File: src/sv/assert_macros.svh
// Assertion macros used by the top-level RTL file of the frame parser.
`ifndef ASSERT_MACROS_SVH
`define ASSERT_MACROS_SVH

`ifndef SYNTH

// The condition must hold at every rising edge of clk outside reset.
`define ASSERT_ALWAYS(lbl, cond, msg) \
	lbl: assert property (@(posedge clk) disable iff (!arst_n) (cond)) else $error(msg);

// Whenever the antecedent holds, the consequent must hold in the next cycle.
`define ASSERT_NEXT(lbl, ante, cons, msg) \
	lbl: assert property (@(posedge clk) disable iff (!arst_n) (ante) |=> (cons)) else $error(msg);

`else

`define ASSERT_ALWAYS(lbl, cond, msg)
`define ASSERT_NEXT(lbl, ante, cons, msg)

`endif

`endif

File: src/sv/scfp_pkg.sv
// Constants and types shared by the serial command frame parser.
package scfp_pkg;

	localparam logic [7:0] START_BYTE  = 8'h7E;
	localparam logic [7:0] FIXED_BYTE1 = 8'hFF;
	localparam logic [7:0] FIXED_BYTE2 = 8'h06;
	localparam logic [7:0] END_BYTE    = 8'hEF;

	// Frame byte positions; zero means hunting for a start byte.
	localparam logic [3:0] POS_HUNT    = 4'd0;
	localparam logic [3:0] POS_FIXED1  = 4'd1;
	localparam logic [3:0] POS_FIXED2  = 4'd2;
	localparam logic [3:0] POS_COMMAND = 4'd3;
	localparam logic [3:0] POS_PARAM_H = 4'd5;
	localparam logic [3:0] POS_PARAM_L = 4'd6;
	localparam logic [3:0] POS_CSUM_H  = 4'd7;
	localparam logic [3:0] POS_CSUM_L  = 4'd8;
	localparam logic [3:0] POS_LAST    = 4'd9;

	typedef struct packed {
		logic [7:0]  command_code;
		logic [15:0] parameter_value;
		logic        frame_valid;
	} res_t;

endpackage

File: src/sv/scfp_frame.sv
// Per-byte frame tracking: position counter, checksum and held fields.
module scfp_frame
	import scfp_pkg::*;
(
	input  logic       clk,
	input  logic       arst_n,
	input  logic       step,
	input  logic [7:0] rx_byte_s1,
	output logic       emit,
	output res_t       res
);

	logic [3:0]  pos_q;
	logic [15:0] sum_q;
	logic        fixed_ok_q;
	logic [7:0]  command_q;
	logic [15:0] param_q;
	logic [7:0]  csum_hi_q;
	logic        csum_match_q;

	logic        hunting;
	logic        ok;
	logic [15:0] csum_got;
	logic [15:0] csum_want;

	// Positions ten to fifteen cannot be reached but behave as hunting.
	assign hunting   = (pos_q == POS_HUNT) || (pos_q > POS_LAST);
	assign emit      = (pos_q == POS_LAST);
	assign csum_got  = {csum_hi_q, rx_byte_s1};
	assign csum_want = 16'd0 - sum_q;
	assign ok        = fixed_ok_q && csum_match_q && (rx_byte_s1 == END_BYTE);

	always_comb begin
		res.frame_valid     = ok;
		res.command_code    = ok ? command_q : 8'd0;
		res.parameter_value = ok ? param_q : 16'd0;
	end

	always_ff @(posedge clk or negedge arst_n) begin
		if (!arst_n) begin
			pos_q        <= POS_HUNT;
			sum_q        <= 16'd0;
			fixed_ok_q   <= 1'b1;
			command_q    <= 8'd0;
			param_q      <= 16'd0;
			csum_hi_q    <= 8'd0;
			csum_match_q <= 1'b0;
		end else if (step) begin
			if (hunting) begin
				if (rx_byte_s1 == START_BYTE) begin
					pos_q        <= POS_FIXED1;
					sum_q        <= 16'd0;
					fixed_ok_q   <= 1'b1;
					csum_match_q <= 1'b0;
				end else begin
					pos_q <= POS_HUNT;
				end
			end else begin
				if (pos_q <= POS_PARAM_L) begin
					sum_q <= sum_q + {8'd0, rx_byte_s1};
				end
				case (pos_q)
					POS_FIXED1: begin
						if (rx_byte_s1 != FIXED_BYTE1) fixed_ok_q <= 1'b0;
					end
					POS_FIXED2: begin
						if (rx_byte_s1 != FIXED_BYTE2) fixed_ok_q <= 1'b0;
					end
					POS_COMMAND: command_q <= rx_byte_s1;
					POS_PARAM_H: param_q <= {rx_byte_s1, 8'd0};
					POS_PARAM_L: param_q <= {param_q[15:8], rx_byte_s1};
					POS_CSUM_H:  csum_hi_q <= rx_byte_s1;
					POS_CSUM_L:  csum_match_q <= (csum_got == csum_want);
					default: ;
				endcase
				pos_q <= emit ? POS_HUNT : pos_q + 4'd1;
			end
		end
	end

endmodule

File: src/sv/scfp_res_reg.sv
// Result register that holds one finished frame until it is taken.
module scfp_res_reg
	import scfp_pkg::*;
(
	input  logic        clk,
	input  logic        arst_n,
	input  logic        load,
	input  res_t        res_d,
	output logic        free,
	output logic        res_valid,
	input  logic        res_stall,
	output logic [7:0]  command_code,
	output logic [15:0] parameter_value,
	output logic        frame_valid
);

	logic res_valid_q;
	res_t res_q;

	assign free            = !res_valid_q || !res_stall;
	assign res_valid       = res_valid_q;
	assign command_code    = res_q.command_code;
	assign parameter_value = res_q.parameter_value;
	assign frame_valid     = res_q.frame_valid;

	always_ff @(posedge clk or negedge arst_n) begin
		if (!arst_n) begin
			res_valid_q <= 1'b0;
		end else if (load) begin
			res_valid_q <= 1'b1;
		end else if (!res_stall) begin
			res_valid_q <= 1'b0;
		end
	end

	always_ff @(posedge clk) begin
		if (load) res_q <= res_d;
	end

endmodule

File: src/sv/serial_command_frame_parser.sv
// Serial command frame parser: takes one received byte per cycle while rx_stall
// is low and, on the tenth byte of each frame that follows a 0x7E start byte,
// delivers one result with the command byte, the 16-bit parameter and a valid
// flag (command and parameter read zero when the frame fails its fixed byte,
// end byte or checksum checks). Each accepted byte is held in the input register,
// and its result, if any, is then loaded into the result register and presented
// from there. rx_stall rises only when a tenth byte sits in the input register
// while the result register still holds an earlier frame that is being stalled.
`include "assert_macros.svh"

module serial_command_frame_parser
	import scfp_pkg::*;
(
	input  logic        clk,
	input  logic        arst_n,
	input  logic        rx_valid,
	output logic        rx_stall,
	input  logic [7:0]  rx_byte,
	output logic        res_valid,
	input  logic        res_stall,
	output logic [7:0]  command_code,
	output logic [15:0] parameter_value,
	output logic        frame_valid
);

	logic       valid_s1;
	logic [7:0] byte_s1;
	logic       emit;
	logic       res_free;
	logic       advance;
	res_t       res_d;

	// A byte that ends a frame may only leave when the result register has room.
	assign advance  = valid_s1 && (!emit || res_free);
	assign rx_stall = valid_s1 && !advance;

	always_ff @(posedge clk or negedge arst_n) begin
		if (!arst_n) begin
			valid_s1 <= 1'b0;
		end else if (!rx_stall) begin
			valid_s1 <= rx_valid;
		end
	end

	always_ff @(posedge clk) begin
		if (rx_valid && !rx_stall) byte_s1 <= rx_byte;
	end

	scfp_frame u_frame (
		.clk        (clk),
		.arst_n     (arst_n),
		.step       (advance),
		.rx_byte_s1 (byte_s1),
		.emit       (emit),
		.res        (res_d)
	);

	scfp_res_reg u_res (
		.clk             (clk),
		.arst_n          (arst_n),
		.load            (advance && emit),
		.res_d           (res_d),
		.free            (res_free),
		.res_valid       (res_valid),
		.res_stall       (res_stall),
		.command_code    (command_code),
		.parameter_value (parameter_value),
		.frame_valid     (frame_valid)
	);

	`ASSERT_ALWAYS(a_stall_needs_byte, !rx_stall || valid_s1, "stall without a held byte")
	`ASSERT_NEXT(a_emit_lands, advance && emit, res_valid, "finished frame lost")
	`ASSERT_ALWAYS(a_invalid_zero,
		!res_valid || frame_valid || (command_code == 8'd0 && parameter_value == 16'd0),
		"invalid frame carries data")

endmodule
File: config.mk
export PLATFORM = sky130hd
export DESIGN_NAME = serial_command_frame_parser
export DESIGN_NICKNAME = d
export VERILOG_FILES = /design/src/sv/scfp_pkg.sv /design/src/sv/scfp_frame.sv /design/src/sv/scfp_res_reg.sv /design/src/sv/serial_command_frame_parser.sv
export VERILOG_INCLUDE_DIRS = /design/src /design/src/sv
export SDC_FILE = /design/constraint.sdc
export NUM_CORES = 1
export LEC_CHECK = 0
export BUFFER_PORTS_ARGS = -buffer_cell sky130_fd_sc_hd__buf_2
export CORE_MARGIN = 3
export CORE_UTILIZATION = 40
export DETAILED_ROUTE_END_ITERATION = 8
export SYNTH_ARGS = -nofsm -noshare
export SYNTH_HDL_FRONTEND = slang
export SYNTH_HIERARCHICAL = 1
export SYNTH_SLANG_ARGS = --single-unit
File: constraint.sdc
create_clock -name clk -period 2.55 [get_ports clk]
set_input_delay 0.1275 -clock clk [delete_from_list [all_inputs] [get_ports clk]]
set_output_delay 0.1275 -clock clk [all_outputs]
set_load 0.02 [all_outputs]
==> results of run 1 <==
worst max-delay path, delay by kind of cell (launching register included):
kind	cells	cell delay, ps
AND/OR/NAND/NOR	4	960
AO/OA/AOI/OAI	2	570
buffers and inverters	1	80
flip-flops	1	430
XOR/XNOR	1	110
adder cells (fa/ha/maj)	1	170
cell families after synthesis:
kind of cell / synth area share (%)
adders and majority gates: 2.969
muxes: 6.050
buffers and inverters: 3.305
AOI/OAI and AO/OA: 9.608
DFF: 53.59
and+or+nand+nor: 18.21
xor gates and xnor gates: 6.275
power by group through the flow:
stage          combinational (mW)  sequential, mW  clock (mW)
4_1_cts                      2.07            2.15       0.926
6_report                     2.10            2.15       0.899
3_5_place_dp                 2.05            2.18           0
5_1_grt                      2.37            2.21       0.991
2_1_floorplan                1.51            2.14           0
3_3_place_gp                 2.00            2.16           0
metal layers:
layer | GRT usage (%) | vias up | routed length [µm]
li1 | - | 1584 | -
met1 | 21.85 | 1585 | 4308
met2 | 25.54 | 74 | 4550
met3 | 3.750 | 18 | 396
met4 | 6.083 | 0 | 189
met5 | 0 | - | 0
cells in the final DEF (no fill, tap or decap), drive strengths merged, types with 10 or more instances in the layout:
cell type    Yosys  final
buf              6     74
dfrtp           55     55
edfxtp          33     33
o21ai           26     26
mux2            24     24
nand2           23     23
nor2            23     23
inv             19     22
nor3            19     19
and2            18     18
xnor2           17     17
nand3           16     16
xor2            15     15
dlygate4sd3      0     11
clkbuf           9     10
repair_timing:
action                                  4_1_cts  5_1_grt
hold buffers                                 11        0
gates resized for setup                       0        7
buffers inserted                              0        2
endpoints found under the setup margin        0        7
hold endpoints to repair                     65        0
registers in the layout, indices dropped and copies added, names as in the netlist, 4 cells and up:
register	cells
byte_s1	8
u_frame/command_q	8
u_frame/csum_hi_q	8
u_frame/param_q	16
u_frame/pos_q	4
u_frame/sum_q	16
u_res/command_code	8
u_res/parameter_value	16
how the worst max path moves through the flow:
stage | start | to | slack (ps) | depth (start not counted)
2_1_floorplan | u_frame/pos_q[1]$_DFFE_PN0P_ | u_frame/command_q[0]$_DFFE_PN0P_ | 100 | 7
3_3_place_gp | u_frame/sum_q[0]$_DFFE_PN0P_ | u_frame/sum_q[14]$_DFFE_PN0P_ | 150 | 10
3_5_place_dp | u_frame/sum_q[0]$_DFFE_PN0P_ | u_frame/sum_q[12]$_DFFE_PN0P_ | 90 | 10
4_1_cts | u_frame/sum_q[0]$_DFFE_PN0P_ | u_frame/sum_q[12]$_DFFE_PN0P_ | 50 | 10
5_1_grt | u_frame/sum_q[0]$_DFFE_PN0P_ | u_frame/sum_q[10]$_DFFE_PN0P_ | -1 | 10
6_report | u_frame/sum_q[0]$_DFFE_PN0P_ | u_frame/csum_match_q$_DFFE_PN0P_ | 160 | 9
cell type report:
cell class / count / area [µm²]
Clock buffer: 10 / 127.6
Timing Repair Buffer: 85 / 570.5
Clock inverter: 6 / 48.80
Sequential cell: 89 / 2394
Tap cell: 136 / 170.2
Multi-Input combinational cell: 274 / 1947
Inverter: 19 / 71.32
Fill cell: 980 / 5273
==> flow_metrics.py, run 1 <==
metrics = {
    "setup_path": {
        "rr_startpoint": "u_frame/sum_q[0]$_DFFE_PN0P_",
        "start_kind": "flop",
        "ff2ff_path_depth": 9,
        "r2r-end": "u_frame/csum_match_q$_DFFE_PN0P_",
        "rrSetupSlack_ps": 160,
        "crit_chain": "inv_1 > ha_2 > or3b_4 > or2_4 > nor4_4 > xnor2_1 > a2111oi_2 > nand4b_1 > o31ai_2",
        "critical-path-max-stage-delay_ps": 430,
        "crit_arrival_ps": 2670,
        "slowest_stage": "dfrtp_1",
        "cp-end-kind": "flop",
        "cp_max_fo": 5,
        "critPathRequiredTime_ps": 2830,
        "crit_type": "flop to flop",
    },
    "synth": {
        "syn_area_um2": 4467,
        "avgSynthCellArea_um2": 11.25,
        "synthArstFlopShare_pct": 62.92,
        "ys_seq_area_share_pct": 53.59,
        "synthTopCellsByCount": "dfrtp_1, edfxtp_1, o21ai_0",
        "ys.flop_type": "dfrtp_1",
        "ys_warn_count": 6,
        "synth_edf_count": 33,
        "synth.top_cell.area_share_pct": 30.81,
        "yosysTopAreaCell": "dfrtp_1",
        "ys_ff_latch": 89,
        "synth_nets": 419,
        "synth.area.top_cells": "dfrtp_1, edfxtp_1, mux2_2, xnor2_1, xor2_1",
        "synth.distinct_cells": 57,
        "synth.most_common_cell": "dfrtp_1",
        "synthCells": 397,
    },
    "run_status": {
        "status": "finished, final reports clean",
    },
    "floorplanning": {
        "ioPinCount": 39,
        "die_w_um": 111.7,
        "dieArea_um2": 12470,
        "core_area_um2": 10600,
        "rows": 37,
        "start_util_pct": 42.13,
        "die_h_um": 111.7,
    },
    "power": {
        "leakagePower_nw": 2.272,
        "power.density_nw_per_um2": 966.4,
        "p_sw_mw": 1.906,
        "power_frac_comb_pct": 40.7,
        "clockPowerShare_pct": 17.5,
        "swShare_pct": 37.02,
        "seqPwrFrac_pct": 41.8,
        "intPower_mw": 3.243,
        "vdd_drop_max_uv": 449.7,
        "power_mw": 5.150,
    },
    "placed_design": {
        "place_area_um2": 5009,
        "place_inst": 590,
        "place.gp.congestion": 0.8146,
        "portBuffers": 38,
        "hpwlAfterDp_um": 6657,
        "pre_cts_slack_ps": 89.24,
    },
    "timing": {
        "max_freq_mhz": 419.2,
        "worstMarginPinSlew_ps": 788.6,
        "holdWs_ps": 424.2,
        "maxSlewViolCount": 0,
        "period_minus_slack_ps": 2385,
        "maxSlewHeadroom_pct": 47.03,
        "final.setup.tns_ps": 0,
        "setup_viol": 0,
        "hold_viol_final": 0,
        "finClkSkew_ps": 10.33,
        "worst_slack_ps": 164.6,
        "post-route-period-util_pct": 93.54,
    },
    "layout": {
        "drive_gt1_share_pct": 28.36,
        "layout.cells.non_filler": 619,
        "fin_nets": 500,
        "syn_to_final_growth_pct": 19.30,
        "antenna_cells": 0,
        "final_util_pct": 50.27,
        "stdcell_area_um2": 5329,
    },
    "global_routing": {
        "antenna_found_initial": 0,
        "grt_use_total_pct": 16.20,
        "grt-ovfl-total": 0,
        "grt_max_degree": 57,
        "first_global_vias": 3297,
        "grt_pass1_wl_um": 16300,
    },
    "clock_tree": {
        "root_buffer": "clkbuf_8",
        "cts_tree": "done",
        "h-tree-depth": 3,
        "clock_path_buffers": 2,
        "worstSkewPairLatency_ps": 360,
        "cts_buffers": 9,
        "clock-sinks": 89,
        "clkTransAtPathRegs_ps": 90,
    },
    "worst_hold_path": {
        "min_path_type": "input pin to async pin",
    },
    "routing": {
        "ant_nets": 0,
        "first_pass_iters": 4,
        "drt_iter0_drc": 126,
        "vias_per_cell": 5.268,
        "routedWlPerCell_um": 15.26,
        "drc": 0,
        "finalWirelength_um": 9444,
        "vias": 3261,
    },
    "run": {
        "maxCapViolCount": 0,
    },
}
Power figures use the tool's default switching activity.
==> run 2: changes to the inputs <==
CELL_PAD_IN_SITES_DETAIL_PLACEMENT = 0   (was default)
CELL_PAD_IN_SITES_GLOBAL_PLACEMENT = 1   (was default)
CTS_CLUSTER_SIZE = 24   (was default)
PLACE_DENSITY_LB_ADDON = 0.1   (was default)
==> flow_metrics.py, run 2 (same netlist as run 1, synthesis figures left out) <==
metrics = {
    "run_status": {
        "status": "finished, final reports clean",
    },
    "global_routing": {
        "grt_use_total_pct": 16.75,
        "antenna_found_initial": 0,
        "first_global_vias": 3204,
        "grt_max_degree": 42,
        "grt-ovfl-total": 0,
        "grt_pass1_wl_um": 16590,
    },
    "floorplanning": {
        "rows": 37,
        "die_h_um": 111.7,
        "die_w_um": 111.7,
        "core_area_um2": 10600,
        "start_util_pct": 42.13,
        "ioPinCount": 39,
        "dieArea_um2": 12470,
    },
    "setup_path": {
        "crit_chain": "buf_4 > ha_1 > a21o_1 > a21oi_1 > o21ai_0 > a31oi_1 > nor3b_1 > xnor2_1 > nor2_1",
        "start_kind": "flop",
        "crit_type": "flop to flop",
        "path_buf_inv": 1,
        "critical-path-max-stage-delay_ps": 420,
        "cp_top_family": "compound AO/OA/AOI/OAI gates",
        "slowest_stage": "a31oi_1",
        "cp-end-kind": "flop",
        "cp_max_fo": 4,
        "ff2ff_path_depth": 9,
        "critPathRequiredTime_ps": 2810,
        "cp_num_cells": 9,
        "crit_arrival_ps": 2600,
    },
    "layout": {
        "antenna_cells": 0,
        "seqCellArea_um2": 2394,
        "nFillCells": 997,
        "final_common_cell": "dfrtp_1",
        "multiInputGateArea_um2": 1939,
        "fin_nets": 500,
        "syn_to_final_growth_pct": 19.61,
        "drive_gt1_share_pct": 27.95,
        "final_cell_mix": "dfrtp_1, buf_2, buf_4",
    },
    "power": {
        "power.density_nw_per_um2": 975.4,
        "leakagePower_nw": 2.281,
        "vdd_drop_max_uv": 426.6,
        "power_mw": 5.211,
    },
    "routing": {
        "ant_nets": 0,
        "vias_per_cell": 5.150,
        "routedWlPerCell_um": 15.79,
        "finalWirelength_um": 9775,
        "vias": 3188,
        "drt_iter0_drc": 126,
        "drc": 0,
        "first_pass_iters": 4,
    },
    "worst_hold_path": {
        "min_path_type": "input pin to async pin",
    },
    "run": {
        "maxCapViolCount": 0,
    },
    "clock_tree": {
        "worstSkewPairLatency_ps": 370,
        "post_cts_buffers": 0,
        "clkTransAtPathRegs_ps": 100,
        "root_buffer": "clkbuf_8",
        "cts_buffers": 9,
        "clock-sinks": 89,
        "clock_path_buffers": 2,
        "cts_tree": "done",
        "h-tree-depth": 3,
    },
    "timing": {
        "post-route-period-util_pct": 91.66,
        "setup_viol": 0,
        "max_freq_mhz": 427.8,
        "hold_viol_final": 0,
        "maxSlewHeadroom_pct": 35.54,
        "final.setup.tns_ps": 0,
        "maxSlewViolCount": 0,
        "worst_slack_ps": 212.6,
        "worstMarginPinSlew_ps": 966.9,
        "period_minus_slack_ps": 2337,
        "rsz0062_at_grt": "false",
        "finClkSkew_ps": 12.18,
    },
    "placed_design": {
        "pre_cts_slack_ps": 101.8,
        "portBuffers": 38,
        "hpwlAfterDp_um": 6921,
        "place.gp.congestion": 0.8437,
    },
}
## run 2: cell types whose count changed in the layout (fill, tap and decap cells not counted), sizes merged
cell | before | now
clkinv | 3 | 4
clkbuf | 10 | 9
## run 2: layout make-up
class	instances	share of cell area, %
sequential	89	44.80
timing repair buffer	85	10.68
clock buffer	9	2.319
clock inverter	7	1.382
multi-input combinational	274	36.30
inverter	19	1.335
tap	136	3.185
## run 2: final timing paths
kind | start | endpoint | slack, ps
worst max-delay path | u_frame/sum_q[1]$_DFFE_PN0P_ | u_frame/sum_q[13]$_DFFE_PN0P_ | 210
worst min-delay path | arst_n | u_frame/sum_q[8]$_DFFE_PN0P_ | 450
worst max register to register | u_frame/sum_q[1]$_DFFE_PN0P_ | u_frame/sum_q[13]$_DFFE_PN0P_ | 210
worst min register to register | u_res/res_valid$_DFFE_PN0P_ | u_res/res_valid$_DFFE_PN0P_ | 510
max in group asynchronous | arst_n | u_frame/param_q[13]$_DFFE_PN0P_ | 1400
min in group clk | rx_byte[4] | byte_s1[4]$_DFFE_PP_ | 460
## run 2: layer usage
metal  vias up  GRT usage, %  routed length [µm]
met5         -             0                   0
met4         0         7.056                 208
met3        18         2.826                 279
met2        54         25.70                4486
met1      1537         23.53                4801
li1       1579             -                   -
## run 2: repair_timing
item                       CTS  global route
resized for setup            0             5
hold endpoints to repair    48             0
setup endpoints to repair    0             6
hold buffers                11             0
## run 2: power breakdown
part	leakage [nW]	total [mW]	internal, mW	switching (mW)
registers	1.03	2.16	1.87	0.290
clock network	0.101	0.969	0.385	0.584
logic	1.15	2.08	0.998	1.08
total	2.28	5.21	3.25	1.96
## run 2: through the flow
stage / hold slack [ps] / cell area (µm²) / utilization, % / instances
after floorplan: -168.1 / 4469 / - / 397
after global placement: 303.4 / 5024 / 47.39 / 592
after CTS: 439.5 / 5331 / 50.29 / 619
after global routing: 447.8 / 5343 / 50.40 / 619
final: 448.4 / 5343 / 50.40 / 619
after detailed placement: 306.2 / 5024 / 47.39 / 592
==> run 3: changes to the inputs <==
CORE_UTILIZATION = 43   (was 40)
==> flow_metrics.py, run 3 (same netlist as run 1, synthesis figures left out) <==
metrics = {
    "run_status": {
        "status": "finished, final reports clean",
    },
    "layout": {
        "antenna_cells": 0,
        "stdcell_area_um2": 5338,
        "drive_gt1_share_pct": 27.80,
        "nFillCells": 871,
        "layout.cells.non_filler": 615,
        "syn_to_final_growth_pct": 19.50,
        "final_cell_mix": "dfrtp_1, buf_2, buf_4",
        "final_util_pct": 53.62,
        "fin_nets": 499,
        "final_common_cell": "dfrtp_1",
    },
    "power": {
        "power.density_nw_per_um2": 987.4,
        "leakagePower_nw": 2.278,
        "vdd_drop_max_uv": 463.5,
        "power_mw": 5.270,
    },
    "timing": {
        "maxSlewViolCount": 0,
        "maxSlewHeadroom_pct": 41.78,
        "max_freq_mhz": 414.9,
        "period_minus_slack_ps": 2410,
        "setup_viol": 0,
        "worst_slack_ps": 139.7,
        "final.setup.tns_ps": 0,
        "post-route-period-util_pct": 94.52,
        "rsz0062_at_grt": "false",
        "holdWs_ps": 418.9,
        "hold_viol_final": 0,
        "finClkSkew_ps": 8.468,
        "worstMarginPinSlew_ps": 866.7,
    },
    "floorplanning": {
        "dieArea_um2": 11650,
        "die_h_um": 107.9,
        "ioPinCount": 39,
        "core_area_um2": 9955,
        "start_util_pct": 44.87,
        "die_w_um": 107.9,
        "rows": 36,
    },
    "placed_design": {
        "portBuffers": 38,
        "pre_cts_slack_ps": 101.5,
        "place.gp.congestion": 0.8227,
        "hpwlAfterDp_um": 6649,
        "place_inst": 587,
        "place_area_um2": 5005,
    },
    "clock_tree": {
        "cts_tree": "done",
        "root_buffer": "clkbuf_8",
        "cts_buffers": 9,
        "h-tree-depth": 3,
        "clock-sinks": 89,
        "clock_path_buffers": 2,
        "clkTransAtPathRegs_ps": 100,
        "worstSkewPairLatency_ps": 370,
    },
    "run": {
        "maxCapViolCount": 0,
    },
    "routing": {
        "drt_iter0_drc": 106,
        "routedWlPerCell_um": 15.46,
        "vias": 3194,
        "vias_per_cell": 5.193,
        "ant_nets": 0,
        "drc": 0,
        "finalWirelength_um": 9508,
        "first_pass_iters": 4,
    },
    "global_routing": {
        "grt_max_degree": 57,
        "grt_pass1_wl_um": 15770,
        "antenna_found_initial": 0,
        "grt_use_total_pct": 17.61,
        "first_global_vias": 3198,
        "grt-ovfl-total": 0,
    },
    "setup_path": {
        "cp_max_fo": 5,
        "start_kind": "flop",
        "rrSetupSlack_ps": 140,
        "crit_arrival_ps": 2700,
        "crit_type": "flop to flop",
        "rr_startpoint": "u_frame/sum_q[1]$_DFFE_PN0P_",
        "r2r-end": "u_frame/csum_match_q$_DFFE_PN0P_",
        "cp-end-kind": "flop",
        "ff2ff_path_depth": 9,
        "critPathRequiredTime_ps": 2840,
    },
    "worst_hold_path": {
        "min_path_type": "input pin to async pin",
    },
}
## run 3: how the worst max path moves through the flow
stage                                       endpoint                         start  cells past startpoint  slack, ps
floorplan           u_frame/command_q[0]$_DFFE_PN0P_  u_frame/pos_q[1]$_DFFE_PN0P_                      7        100
global placement    u_frame/csum_match_q$_DFFE_PN0P_  u_frame/sum_q[1]$_DFFE_PN0P_                      9        150
detailed placement  u_frame/csum_match_q$_DFFE_PN0P_  u_frame/sum_q[1]$_DFFE_PN0P_                      9        100
CTS                 u_frame/csum_match_q$_DFFE_PN0P_  u_frame/sum_q[1]$_DFFE_PN0P_                      9         80
global route        u_frame/csum_match_q$_DFFE_PN0P_  u_frame/sum_q[1]$_DFFE_PN0P_                      9         20
finish              u_frame/csum_match_q$_DFFE_PN0P_  u_frame/sum_q[1]$_DFFE_PN0P_                      9        140
## run 3: area by class of cell
cell class	instances	area, µm²	share of cell area, %
sequential	89	2394	44.84
multi-input combinational	274	1934	36.24
clock inverter	7	85.08	1.594
timing repair buffer	84	563.0	10.55
clock buffer	9	123.9	2.321
tap	133	166.4	3.118
inverter	19	71.32	1.336
## run 3: report_power, final
group / leakage [nW] / switching (mW) / internal [mW]
Sequential: 1.03 / 0.291 / 1.87
Combinational: 1.15 / 1.08 / 1.00
Clock: 0.0999 / 0.559 / 0.471
## run 3: worst max-delay path: stages (launching register included)
cell and delay [ps]:
dfrtp_1 450, inv_2 90, ha_1 160, or3b_4 410, or2_4 280, nor4_4 140, xnor2_1 120, a2111oi_2 340
nand4b_1 160, o31ai_2 190
## run 3: per-layer routing
metal  GRT usage, %  routed length, µm  part of all wire (%)
met1          23.67               4501                    47
met2          28.20               4483                    47
met3          2.519                288                   3.0
met4          8.296                235                   2.5
met5              0                  0                     0
## run 3: repair_timing
item | 4_1_cts | 5_1_grt
hold buffers | 11 | 0
endpoints found under the hold margin | 65 | 0
gates resized for setup | 0 | 4
setup endpoints to repair | 0 | 6
buffers inserted | 0 | 1
